==> src/hw/rtl/bigram_markov_gibberish_scorer_macros.svh <==
// Assertion macros shared by the gibberish scorer RTL.
`ifndef BIGRAM_MARKOV_GIBBERISH_SCORER_MACROS_SVH
`define BIGRAM_MARKOV_GIBBERISH_SCORER_MACROS_SVH

// Check a condition at every clock edge out of reset.
`define BMG_ASSERT_ALWAYS(label, cond, msg) \
    label: assert property (@(posedge aclk) disable iff (!aresetn) (cond)) \
        else $error(msg);

// Check that a trigger is followed by a condition in the next cycle.
`define BMG_ASSERT_NEXT(label, trig, cond, msg) \
    label: assert property (@(posedge aclk) disable iff (!aresetn) (trig) |=> (cond)) \
        else $error(msg);

`endif

==> src/hw/rtl/bmg_pkg.sv <==
// Shared types, constants and helper functions of the gibberish scorer.
package bmg_pkg;

    localparam int ALPHABET_SIZE = 27;
    localparam int IDX_WIDTH     = 5;
    localparam int TABLE_DEPTH   = ALPHABET_SIZE * ALPHABET_SIZE;
    localparam int ADDR_WIDTH    = $clog2(TABLE_DEPTH);
    localparam int CHAR_WIDTH    = 8;
    localparam int LOAD_WIDTH    = 16;
    localparam int THR_WIDTH     = 16;
    localparam int SUM_WIDTH     = 40;

    localparam logic signed [THR_WIDTH-1:0] THR_RESET = -16'sd4096;

    // Command codes
    localparam logic CMD_LOAD = 1'b0;
    localparam logic CMD_CHAR = 1'b1;

    // Character codes
    localparam logic [CHAR_WIDTH-1:0] SPACE_CHAR = 8'h20;
    localparam logic [CHAR_WIDTH-1:0] LOWER_A    = 8'h61;
    localparam logic [CHAR_WIDTH-1:0] LOWER_Z    = 8'h7a;
    localparam logic [CHAR_WIDTH-1:0] UPPER_A    = 8'h41;
    localparam logic [CHAR_WIDTH-1:0] UPPER_Z    = 8'h5a;

    typedef struct packed {
        logic                 kept;
        logic [IDX_WIDTH-1:0] idx;
    } char_info_t;

    // Control that travels with a character item into the accumulator
    typedef struct packed {
        logic add;
        logic last;
    } s1_ctrl_t;

    // Fold a raw byte to its alphabet index; space takes the top index.
    function automatic char_info_t char_decode(input logic [CHAR_WIDTH-1:0] c);
        char_info_t r;
        r.kept = 1'b0;
        r.idx  = '0;
        if (c >= LOWER_A && c <= LOWER_Z) begin
            r.kept = 1'b1;
            r.idx  = IDX_WIDTH'(c - LOWER_A);
        end else if (c >= UPPER_A && c <= UPPER_Z) begin
            r.kept = 1'b1;
            r.idx  = IDX_WIDTH'(c - UPPER_A);
        end else if (c == SPACE_CHAR) begin
            r.kept = 1'b1;
            r.idx  = IDX_WIDTH'(ALPHABET_SIZE - 1);
        end
        return r;
    endfunction

    // Row-major address of a bigram entry.
    function automatic logic [ADDR_WIDTH-1:0] table_addr(input logic [IDX_WIDTH-1:0] row,
                                                         input logic [IDX_WIDTH-1:0] col);
        return ADDR_WIDTH'(row * ALPHABET_SIZE + col);
    endfunction

endpackage

==> src/hw/rtl/bmg_accum.sv <==
// Running sum and transition count, with a result register per finished string.
`include "bigram_markov_gibberish_scorer_macros.svh"

module bmg_accum #(
    parameter int PROB_WIDTH  = 16,
    parameter int COUNT_WIDTH = 24
) (
    input  logic                                 aclk,
    input  logic                                 aresetn,
    input  logic                                 take,
    input  bmg_pkg::s1_ctrl_t                    take_ctrl,
    output logic                                 ready,
    input  logic [PROB_WIDTH-1:0]                entry,
    output logic                                 res_valid,
    output logic signed [bmg_pkg::SUM_WIDTH-1:0] res_sum,
    output logic [COUNT_WIDTH-1:0]               res_count,
    input  logic                                 res_ready
);

    localparam int SW = bmg_pkg::SUM_WIDTH;

    logic                  v1_reg, v1_next;
    bmg_pkg::s1_ctrl_t     ctrl_reg;
    logic signed [SW-1:0]  sum_reg, sum_next;
    logic [COUNT_WIDTH-1:0] count_reg, count_next;
    logic                  res_valid_reg, res_valid_next;
    logic signed [SW-1:0]  res_sum_reg;
    logic [COUNT_WIDTH-1:0] res_count_reg;

    logic                  go1;
    logic                  res_adv;
    logic signed [SW:0]    entry_ext;
    logic signed [SW:0]    sum_wide;
    logic signed [SW-1:0]  sum_sat;
    logic [COUNT_WIDTH-1:0] count_sat;

    // Stage moves on unless a finished string finds the result register full
    assign res_adv = !res_valid_reg || res_ready;
    assign go1     = v1_reg && (!ctrl_reg.last || res_adv);
    assign ready   = !v1_reg || go1;

    // Add the entry and clamp to the signed sum range
    always_comb begin
        entry_ext = ctrl_reg.add ? (SW + 1)'(signed'(entry)) : '0;
        sum_wide  = {sum_reg[SW-1], sum_reg} + entry_ext;
        if (sum_wide[SW] != sum_wide[SW-1]) begin
            sum_sat = {sum_wide[SW], {(SW - 1){~sum_wide[SW]}}};
        end else begin
            sum_sat = sum_wide[SW-1:0];
        end
        if (ctrl_reg.add && count_reg != '1) begin
            count_sat = count_reg + COUNT_WIDTH'(1);
        end else begin
            count_sat = count_reg;
        end
    end

    // Next state of the stage, the accumulator and the result register
    always_comb begin
        v1_next        = v1_reg;
        sum_next       = sum_reg;
        count_next     = count_reg;
        res_valid_next = res_valid_reg;
        if (go1) begin
            v1_next = 1'b0;
            if (ctrl_reg.last) begin
                sum_next   = '0;
                count_next = '0;
            end else begin
                sum_next   = sum_sat;
                count_next = count_sat;
            end
        end
        if (take) begin
            v1_next = 1'b1;
        end
        if (go1 && ctrl_reg.last) begin
            res_valid_next = 1'b1;
        end else if (res_valid_reg && res_ready) begin
            res_valid_next = 1'b0;
        end
    end

    always_ff @(posedge aclk) begin
        if (!aresetn) begin
            v1_reg        <= 1'b0;
            ctrl_reg      <= '0;
            sum_reg       <= '0;
            count_reg     <= '0;
            res_valid_reg <= 1'b0;
        end else begin
            v1_reg        <= v1_next;
            sum_reg       <= sum_next;
            count_reg     <= count_next;
            res_valid_reg <= res_valid_next;
            if (take) begin
                ctrl_reg <= take_ctrl;
            end
        end
    end

    // Capture a finished string
    always_ff @(posedge aclk) begin
        if (go1 && ctrl_reg.last) begin
            res_sum_reg   <= sum_sat;
            res_count_reg <= count_sat;
        end
    end

    assign res_valid = res_valid_reg;
    assign res_sum   = res_sum_reg;
    assign res_count = res_count_reg;

    `BMG_ASSERT_NEXT(a_accum_hold, v1_reg && !go1,
        $stable(sum_reg) && $stable(count_reg), "accumulator changed while stalled")
    `BMG_ASSERT_NEXT(a_res_hold, res_valid_reg && !res_ready,
        res_valid_reg && $stable(res_sum_reg) && $stable(res_count_reg),
        "blocked string result was lost or changed")

endmodule

==> config.mk <==
export PLATFORM = sky130hd
export DESIGN_NAME = bmg_accum
export DESIGN_NICKNAME = d
export VERILOG_FILES = /design/src/hw/rtl/bmg_pkg.sv /design/src/hw/rtl/bmg_accum.sv
export VERILOG_INCLUDE_DIRS = /design/src /design/src/hw/rtl
export SDC_FILE = /design/constraint.sdc
export NUM_CORES = 1
export LEC_CHECK = 0
export ABC_AREA = 1
export BUFFER_PORTS_ARGS = -buffer_cell sky130_fd_sc_hd__buf_2
export CAP_MARGIN = 20
export CORE_MARGIN = 4
export CORE_UTILIZATION = 50
export CTS_BUF_LIST = sky130_fd_sc_hd__clkbuf_4 sky130_fd_sc_hd__clkbuf_8 sky130_fd_sc_hd__clkbuf_16
export CTS_CLUSTER_DIAMETER = 200
export DETAILED_ROUTE_END_ITERATION = 6
export PLACE_DENSITY = 0.77
export SYNTH_ARGS = -nofsm -noshare
export SYNTH_HDL_FRONTEND = slang
export SYNTH_SLANG_ARGS = --single-unit
export TNS_END_PERCENT = 50
==> constraint.sdc <==
create_clock -name aclk -period 3.9 [get_ports aclk]
set_clock_uncertainty 0.05 [all_clocks]
set_input_delay 0.39 -clock aclk [delete_from_list [all_inputs] [get_ports aclk]]
set_output_delay 0.39 -clock aclk [all_outputs]
set_load 0.02 [all_outputs]
=== Word level (Yosys, flattened, before mapping) ===
Index checks and enable logic that the tools add are counted.

* Bits in registers: 132
* Memory bits (read-only): 0
* Memories kept: 0
* Memory bits (writable): 0
* Bits in latches: 0

* Reduce and logical (&&, ||, !) cells: 12
* Magnitude comparators: 0
* Mux-type cells: 9
* $add $sub $neg: 2
* Divide/modulo/power cells: 0
* Equal/unequal tests: 2
* Bitwise gates (word level): 1
* Shift operators: 0
* Multipliers: 0

{| class="wikitable"
|+ Operators with widths
! cell !! number
|-
| 2-to-1 mux 40 bit || 2
|-
| 2-to-1 mux 24 bit || 2
|-
| adder 41 bit || 1
|-
| 2-to-1 mux 41 bit || 1
|-
| adder 24 x 1 -> 24 bit (second input constant) || 1
|-
| inequality test 24 bit (second input constant) || 1
|-
| logical AND 1 bit || 4
|-
| 2-to-1 mux 1 bit || 4
|-
| nonzero test 2 bit || 2
|-
| zero test 1 bit || 3
|-
| logical OR 1 bit || 3
|-
| inequality test 1 bit || 1
|-
| NOT 1 bit || 1
|}

=== Logic depth before layout (Yosys ltp) ===
Gate-level depths: netlist (run 1).

* Depth in word-level cells: 6
* Mapped depth: 26
* Gate-level depth less buffers: 23

=== Worst setup path after synthesis (run 1) ===
No wires, ideal clock.

* Path type: register -> register
* From: reg ctrl_reg[1] (netlist name)
* To: reg res_sum_reg[31] (netlist: res_sum[31]) (data pin)
* Data required time: 3.591 ns
* Stages on the path, launching flop included: 25
* Arrival: 2.746 ns
* Setup slack: 0.845 ns
* Cell sequence: dfxtp_1 -> buf_2 -> buf_1 -> nand2_1 -> inv_1 -> ha_1 -> inv_1 -> fa_1 -> inv_1 -> nand3_1 -> nand2_1 -> nand3_1 -> nand2_1 -> nand2_1 -> nand2_1 -> nand2_1 -> nand2_2 -> nand2_1 -> nand2_1 -> nand2_1 -> nand2_2 -> nand2_4 -> buf_4 -> nand2_1 -> nand2_1

* Cells in the longest elaborated chain, start to end: 4

{| class="wikitable"
|+ RTL lines
! element !! RTL line !! source
|-
| start: declaration || bmg_accum.sv:23 || <nowiki>bmg_pkg::s1_ctrl_t ctrl_reg;</nowiki>
|-
| start signal: assignment || bmg_accum.sv:97 || <nowiki>ctrl_reg <= take_ctrl;</nowiki>
|-
| 2-to-1 mux 41 bit * || bmg_accum.sv:44 || <nowiki>entry_ext = ctrl_reg.add ? (SW + 1)'(signed'(entry)) : '0;</nowiki>
|-
| adder 41 bit * || bmg_accum.sv:45 || <nowiki>sum_wide = {sum_reg[SW-1], sum_reg} + entry_ext;</nowiki>
|-
| inequality test 1 bit or NOT 1 bit (tied branches) || bmg_accum.sv:46, bmg_accum.sv:47 ||
|-
| 2-to-1 mux 40 bit * || bmg_accum.sv:46 || <nowiki>if (sum_wide[SW] != sum_wide[SW-1]) begin</nowiki>
|-
| via sum_sat[31] || bmg_accum.sv:34 || <nowiki>logic signed [SW-1:0] sum_sat;</nowiki>
|-
| end signal: assignment || bmg_accum.sv:105 || <nowiki>res_sum_reg <= sum_sat;</nowiki>
|-
| end: declaration || bmg_accum.sv:27 || <nowiki>logic signed [SW-1:0] res_sum_reg;</nowiki>
|}

The timed path passes the listed nets; every way through them passes the cells marked *.
A chain may end at the register's enable or synchronous reset.

=== Worst setup path in the final report (run 1) ===
* From: reg ctrl_reg[1] (netlist name)
* To: reg sum_reg[3]

* Cells in the longest elaborated chain, start to end: 5

{| class="wikitable"
|+ RTL lines
! element !! RTL line !! source
|-
| 2-to-1 mux 41 bit * || bmg_accum.sv:44 ||
|-
| adder 41 bit * || bmg_accum.sv:45 ||
|-
| inequality test 1 bit or NOT 1 bit (tied branches) || bmg_accum.sv:46, bmg_accum.sv:47 ||
|-
| 2-to-1 mux 40 bit * || bmg_accum.sv:46 ||
|-
| via sum_sat[3] || bmg_accum.sv:34 ||
|-
| 2-to-1 mux 40 bit * || bmg_accum.sv:66 || <nowiki>if (ctrl_reg.last) begin</nowiki>
|-
| end signal: assignment || bmg_accum.sv:93 || <nowiki>sum_reg <= sum_next;</nowiki>
|-
| end: declaration || bmg_accum.sv:24 || <nowiki>logic signed [SW-1:0] sum_reg, sum_next;</nowiki>
|}

Marks and branches as above.

==> impl_metrics.py, run 1 <==
metrics = {
    "route": {
        "drt_first_pass_iters": 5,
        "drc": 0,
        "first_iter_violations": 589,
        "drt-total-wl_um": 21600,
        "detailroute.via_count": 7715,
        "detail-route-antenna-nets": 0,
        "route.detailed.vias_per_inst": 5.20,
        "route.detailed.wl_per_inst_um": 14.6,
    },
    "power": {
        "cell_internal_power_mw": 2.64,
        "power_mw": 3.63,
        "combinationalPowerShare_pct": 11.1,
        "leakagePower_nw": 4.49,
        "power.switching_fraction_pct": 27.1,
        "p_switching_mw": 0.985,
        "clock_group_share_of_total_power_pct": 46.9,
        "power.ir.vdd_worst_mv": 0.309,
        "power_density_nw_per_um2": 384,
        "power.share.sequential_pct": 42.0,
    },
    "synth": {
        "yosys_register_bits": 132,
        "synth_top_family_by_area": "simple AND/OR/NAND/NOR gates",
        "synth_enable_flop_cells": 64,
        "synth_warnings": 0,
        "post_synth.cell_area_avg_um2": 7.00,
        "synth_seq_area_share_pct": 40.0,
        "mappedNetlistNets": 1214,
        "post_synthesis_cell_area_um2": 8220,
        "synth.lib_cells_used.distinct": 44,
        "post_synthesis_compound_gate_area_fraction_pct": 9.45,
        "synth_mux_area_share_pct": 0,
        "synth-main-ff-cell": "sky130_fd_sc_hd__dfxtp_1",
        "postSynth.asyncResetShare_pct": 0,
        "synth_xor_area_share_pct": 5.53,
        "share_of_synthesized_cell_area_in_full_adder_half_adder_and_majority_cells_pct": 2.83,
        "synth-simple-area-share_pct": 33.1,
        "post_synthesis_cell_count": 1174,
    },
    "critical_path": {
        "crit_arrival_ns": 3.65,
        "cp-end-kind": "register",
        "slowest_delay_ns": 0.49,
        "sort_of_element_at_the_start_of_the_critical_path": "register",
        "cp_slowest_cell": "sky130_fd_sc_hd__dfxtp_2",
        "most_frequent_cell_on_critical_path": "sky130_fd_sc_hd__nand2_1",
        "cp.buffers_inverters": 4,
        "critPathTopFamily": "simple AND/OR/NAND/NOR gates",
        "cp_max_fo": 25,
        "cp.required_ns": 4.21,
        "criticalPathCategory": "reg -> reg",
        "crit_path_cell_trace": "nand2_1 > inv_1 > ha_1 > inv_1 > fa_1 > inv_1 > nand3_1 > nand2_1 > nand3_1 > nand2_1 > nand2_1 > nand2_1 > nand2_1 > nand2_2 > nand2_1 > nand3_1 > nand2_2 > nand2_4 > buf_4 > nand2_1 > nand2_1 > nand2_1 > a21oi_1",
    },
    "sta": {
        "grt_setup_unrepaired": "no",
        "slew-limit-headroom_pct": 34.7,
        "tightest_slew_ns": 0.980,
        "final_hold_viol_count": 0,
        "final-setup-viol-count": 0,
        "timing.final.ws_setup_ns": 0.555,
        "finalMaxSlewViolations": 0,
        "timing.fmax_mhz": 299,
        "finalHoldWorstSlack_ns": 0.127,
        "finalCriticalPeriod_ns": 3.34,
        "period_share_pct": 85.8,
        "setup_total_neg_slack_ns": 0,
    },
    "layout": {
        "share_of_cells_above_drive_strength_1_pct": 13.6,
        "post-route-cell-area_um2": 9460,
        "number_of_nets_in_the_final_layout": 1294,
        "layout-area-overhead-vs-synth_pct": 15.1,
        "layout.core_utilization_pct": 59.1,
        "final_standard_cell_count_with_taps_included_and_fillers_excluded": 1483,
        "antennaDiodeCount": 0,
    },
    "global_route": {
        "antenna_found_initial": 0,
        "grt-ovfl-total": 0,
        "grt_max_degree": 65,
        "all_layer_global_routing_usage_pct": 24.2,
        "grt_pass1_wl_um": 35700,
        "first_global_vias": 7207,
    },
    "clock_network": {
        "cts.reportedPaths.clkPinSlew_ns": 0.06,
        "cts_num_sinks": 132,
        "holdBufCountCts": 0,
        "cts_made_buffers": 17,
        "post_cts.resized_instances": 0,
        "cts.htree.levels": 4,
        "clock_insertion_delay_worst_skew_ns": 0.43,
        "clk_root_buffer_cell": "sky130_fd_sc_hd__clkbuf_16",
        "max-clock-path-buffers": 2,
        "postCtsSetupBuffers": 0,
        "tritoncts": "built",
    },
    "floorplan": {
        "floorplan.die.width_um": 136,
        "core_area_um2": 16000,
        "pin_count": 88,
        "fp.dieArea_um2": 18600,
        "initial_utilization_pct": 51.4,
        "floorplan.rows": 46,
        "die_h_um": 136,
    },
    "place": {
        "gp_routability_congestion": 1.02,
        "dpl-instance-area_um2": 8840,
        "dpl.hpwl_um": 15900,
        "pre_cts_ws_ns": 0.434,
        "port_buffers": 87,
        "post-place-cells": 1451,
    },
    "outcome": {
        "outcome": "completed",
    },
    "worst_hold_path": {
        "hp-class": "in -> reg",
    },
    "run": {
        "cap_violations": 0,
    },
}
layout by cell type, fill, tap and decap left out, types with 15 or more instances in the layout:
cell type | Yosys | final
sky130_fd_sc_hd__nor3_1 | 17 | 17
sky130_fd_sc_hd__a21oi_1 | 101 | 101
sky130_fd_sc_hd__ha_1 | 17 | 17
sky130_fd_sc_hd__nand2_1 | 444 | 443
sky130_fd_sc_hd__clkbuf_16 | 0 | 17
sky130_fd_sc_hd__nand4_1 | 17 | 17
sky130_fd_sc_hd__o21ai_0 | 15 | 15
sky130_fd_sc_hd__buf_2 | 8 | 87
sky130_fd_sc_hd__nand3_1 | 59 | 59
sky130_fd_sc_hd__inv_1 | 134 | 132
sky130_fd_sc_hd__edfxtp_1 | 64 | 64
sky130_fd_sc_hd__xor2_1 | 42 | 42
sky130_fd_sc_hd__nand2_2 | 14 | 15
sky130_fd_sc_hd__dfxtp_1 | 68 | 67
sky130_fd_sc_hd__nor2_1 | 79 | 78
cell usage after synthesis, drive strengths merged (5+ instances only):
cell,count,area share [%]
a41oi,11,1.2
ha,17,2.6
nand4,17,1.3
a21oi,102,6.3
inv,141,6.5
xor2,43,4.7
edfxtp,64,23
dfxtp,68,17
nand2,459,21
o21ai,15,0.91
nor2,83,4.0
xnor2,8,0.85
clkbuf,20,0.91
nand3,64,4.2
nor4,5,0.38
buf,19,1.7
nor3,18,1.2
power groups by stage:
stage / clock network [mW] / registers (mW) / logic (mW)
3_5_place_dp: 0 / 1.55 / 0.397
3_3_place_gp: 0 / 1.55 / 0.391
2_1_floorplan: 0 / 1.56 / 0.281
5_1_grt: 1.78 / 1.53 / 0.452
4_1_cts: 1.71 / 1.52 / 0.401
6_report: 1.70 / 1.52 / 0.404
path summary, 6_finish.rpt:
check | from | endpoint | slack (ns) | cells after the start
max | ctrl_reg[1] | sum_reg[3] | 0.56 | 23
min | take_ctrl[0] | ctrl_reg[0] | 0.13 | 3
max reg2reg | ctrl_reg[1] | sum_reg[3] | 0.56 | 23
min reg2reg | sum_reg[4] | sum_reg[4] | 0.42 | 2
routing by layer:
| layer | track usage (%) | part of all wire (%) | vias to the layer above |
|---|---|---|---|
| li1 | - | - | 3925 |
| met1 | 33.2 | 46 | 3500 |
| met2 | 39.1 | 45 | 251 |
| met3 | 4.33 | 6.7 | 39 |
| met4 | 7.05 | 2.0 | 0 |
| met5 | 0 | 0 | - |
cell families after synthesis:
group	Yosys count
AOI/OAI and AO/OA	139
xor gates and xnor gates	51
adders and majority gates	18
buffers and inverters	180
DFF	132
and+or+nand+nor	654
worst min-delay path: stages:
cell,delay [ns]
sky130_fd_sc_hd__buf_2,0.07
sky130_fd_sc_hd__nor2_1,0.03
sky130_fd_sc_hd__nor2_1,0.08
layout make-up:
type	count	area [um2]
Inverter	141	532
Sequential cell	132	3280
Clock inverter	15	194
Timing Repair Buffer	100	558
Clock buffer	17	425
Multi-Input combinational cell	862	4200
Fill cell	1484	6540
Tap cell	216	270
Power figures use the tool's default switching activity.
==> run 2, diff against run 1 <==
--- a/config.mk
+++ b/config.mk
@@ -9,7 +9,7 @@
 export ABC_AREA = 1
 export BUFFER_PORTS_ARGS = -buffer_cell sky130_fd_sc_hd__buf_2
 export CAP_MARGIN = 20
-export CORE_MARGIN = 4
+export CORE_MARGIN = 2
 export CORE_UTILIZATION = 50
 export CTS_BUF_LIST = sky130_fd_sc_hd__clkbuf_4 sky130_fd_sc_hd__clkbuf_8 sky130_fd_sc_hd__clkbuf_16
 export CTS_CLUSTER_DIAMETER = 200
==> impl_metrics.py, run 2 (synthesized netlist as in run 1, its figures left out) <==
metrics = {
    "global_route": {
        "grt_pass1_wl_um": 35500,
        "grt_max_degree": 65,
        "antenna_found_initial": 0,
        "all_layer_global_routing_usage_pct": 25.0,
        "grt-ovfl-total": 0,
        "first_global_vias": 7369,
    },
    "sta": {
        "final_hold_viol_count": 0,
        "setup_total_neg_slack_ns": 0,
        "finalHoldWorstSlack_ns": 0.132,
        "finalMaxSlewViolations": 0,
        "grt_setup_unrepaired": "no",
        "tightest_slew_ns": 1.04,
        "final-setup-viol-count": 0,
        "timing.fmax_mhz": 309,
        "slew-limit-headroom_pct": 30.8,
        "finalCriticalPeriod_ns": 3.23,
        "timing.final.ws_setup_ns": 0.666,
        "period_share_pct": 82.9,
    },
    "critical_path": {
        "sort_of_element_at_the_start_of_the_critical_path": "register",
        "slowest_delay_ns": 0.45,
        "cp.buffers_inverters": 3,
        "most_frequent_cell_on_critical_path": "sky130_fd_sc_hd__nand2_1",
        "cp.required_ns": 4.21,
        "cp-end-kind": "register",
        "crit_arrival_ns": 3.54,
        "critPathTopFamily": "simple AND/OR/NAND/NOR gates",
        "cp_max_fo": 40,
        "crit_path_cell_trace": "nand2_1 > inv_1 > ha_1 > inv_1 > fa_1 > inv_1 > nand3_1 > nand2_1 > nand3_1 > nand2_1 > nand2_1 > nand2_1 > nand2_1 > nand2_2 > nand2_1 > nand3_1 > nand2_2 > nand2_4 > nand2_1 > nand2_1 > nand2_1 > a21oi_1",
        "cp_slowest_cell": "sky130_fd_sc_hd__dfxtp_1",
        "criticalPathCategory": "reg -> reg",
    },
    "place": {
        "gp_routability_congestion": 0.960,
        "dpl-instance-area_um2": 8820,
        "port_buffers": 87,
        "dpl.hpwl_um": 15600,
        "pre_cts_ws_ns": 0.664,
    },
    "floorplan": {
        "pin_count": 88,
        "floorplan.rows": 46,
        "die_h_um": 132,
        "floorplan.die.width_um": 132,
        "fp.dieArea_um2": 17500,
        "core_area_um2": 16000,
        "initial_utilization_pct": 51.4,
    },
    "clock_network": {
        "cts.htree.levels": 4,
        "clk_root_buffer_cell": "sky130_fd_sc_hd__clkbuf_16",
        "tritoncts": "built",
        "cts.reportedPaths.clkPinSlew_ns": 0.06,
        "clock_insertion_delay_worst_skew_ns": 0.43,
        "cts_num_sinks": 132,
        "max-clock-path-buffers": 2,
        "holdBufCountCts": 0,
        "cts_made_buffers": 17,
        "post_cts.resized_instances": 0,
        "postCtsSetupBuffers": 0,
    },
    "outcome": {
        "outcome": "completed",
    },
    "worst_hold_path": {
        "hp-class": "in -> reg",
    },
    "layout": {
        "number_of_nets_in_the_final_layout": 1292,
        "share_of_cells_above_drive_strength_1_pct": 13.4,
        "post-route-cell-area_um2": 9440,
        "layout.cells.most_common_list": "sky130_fd_sc_hd__nand2_1, sky130_fd_sc_hd__inv_1, sky130_fd_sc_hd__a21oi_1, sky130_fd_sc_hd__buf_2, sky130_fd_sc_hd__nor2_1",
        "layout-area-overhead-vs-synth_pct": 14.9,
        "antennaDiodeCount": 0,
        "layout.cells.most_common": "sky130_fd_sc_hd__nand2_1",
    },
    "power": {
        "cell_internal_power_mw": 2.66,
        "clock_group_share_of_total_power_pct": 46.8,
        "power.switching_fraction_pct": 26.3,
        "power_density_nw_per_um2": 382,
        "combinationalPowerShare_pct": 11.0,
        "leakagePower_nw": 4.47,
        "power_mw": 3.60,
        "power.ir.vdd_worst_mv": 0.320,
        "p_switching_mw": 0.947,
        "power.share.sequential_pct": 42.2,
    },
    "route": {
        "route.detailed.vias_per_inst": 5.19,
        "drc": 0,
        "drt_first_pass_iters": 5,
        "drt-total-wl_um": 21400,
        "detailroute.via_count": 7685,
        "first_iter_violations": 509,
        "route.detailed.wl_per_inst_um": 14.4,
        "detail-route-antenna-nets": 0,
    },
    "run": {
        "cap_violations": 0,
    },
}
run 2: changes by cell type in the layout (fill, tap and decap cells not counted), moves of 2 or more:
| cell | delta |
|---|---|
| sky130_fd_sc_hd__clkinvlp_4 | +3 |
| sky130_fd_sc_hd__buf_4 | -2 |
| sky130_fd_sc_hd__clkinv_4 | -2 |
| sky130_fd_sc_hd__inv_8 | -2 |
run 2: worst min-delay path: cells and delay by family:
family | cells | cell delay (ns)
simple gates | 2 | 0.11
buf+inv | 1 | 0.08
run 2: power groups by stage:
| stage | Clock, mW | Combinational, mW | Sequential [mW] |
|---|---|---|---|
| final | 1.69 | 0.397 | 1.52 |
| after CTS | 1.70 | 0.395 | 1.52 |
| after global placement | 0 | 0.384 | 1.55 |
| after global routing | 1.77 | 0.444 | 1.53 |
| after floorplan | 0 | 0.281 | 1.56 |
| after detailed placement | 0 | 0.391 | 1.55 |
run 2: final timing paths:
kind	from	to	slack, ns	depth (start not counted)
setup reg to reg	ctrl_reg[1]	sum_reg[4]	0.67	22
hold / removal	take_ctrl[0]	ctrl_reg[0]	0.13	3
hold reg to reg	count_reg[2]	count_reg[2]	0.42	2
setup / recovery	ctrl_reg[1]	sum_reg[4]	0.67	22
run 2: cell type report:
type	instances	area, um2
tap	216	270
multi-input combinational	862	4200
fill	1498	6560
timing repair buffer	98	543
sequential	132	3280
clock buffer	19	447
inverter	141	532
clock inverter	13	173
run 2: routing by layer:
metal  global-route usage [%]  wire, um  vias up
met2                     39.9      9560      233
li1                         -         -     3909
met5                        0         0        -
met1                     34.6     10300     3503
met4                     7.53       442        0
met3                     4.88      1130       40
run 2: metrics by stage:
stage / cells / utilization [%]
global placement: 1448 / 55.0
global route: 1481 / 59.0
floorplan: 1174 / -
detailed placement: 1449 / 55.2
finish: 1481 / 59.0
CTS: 1481 / 59.0
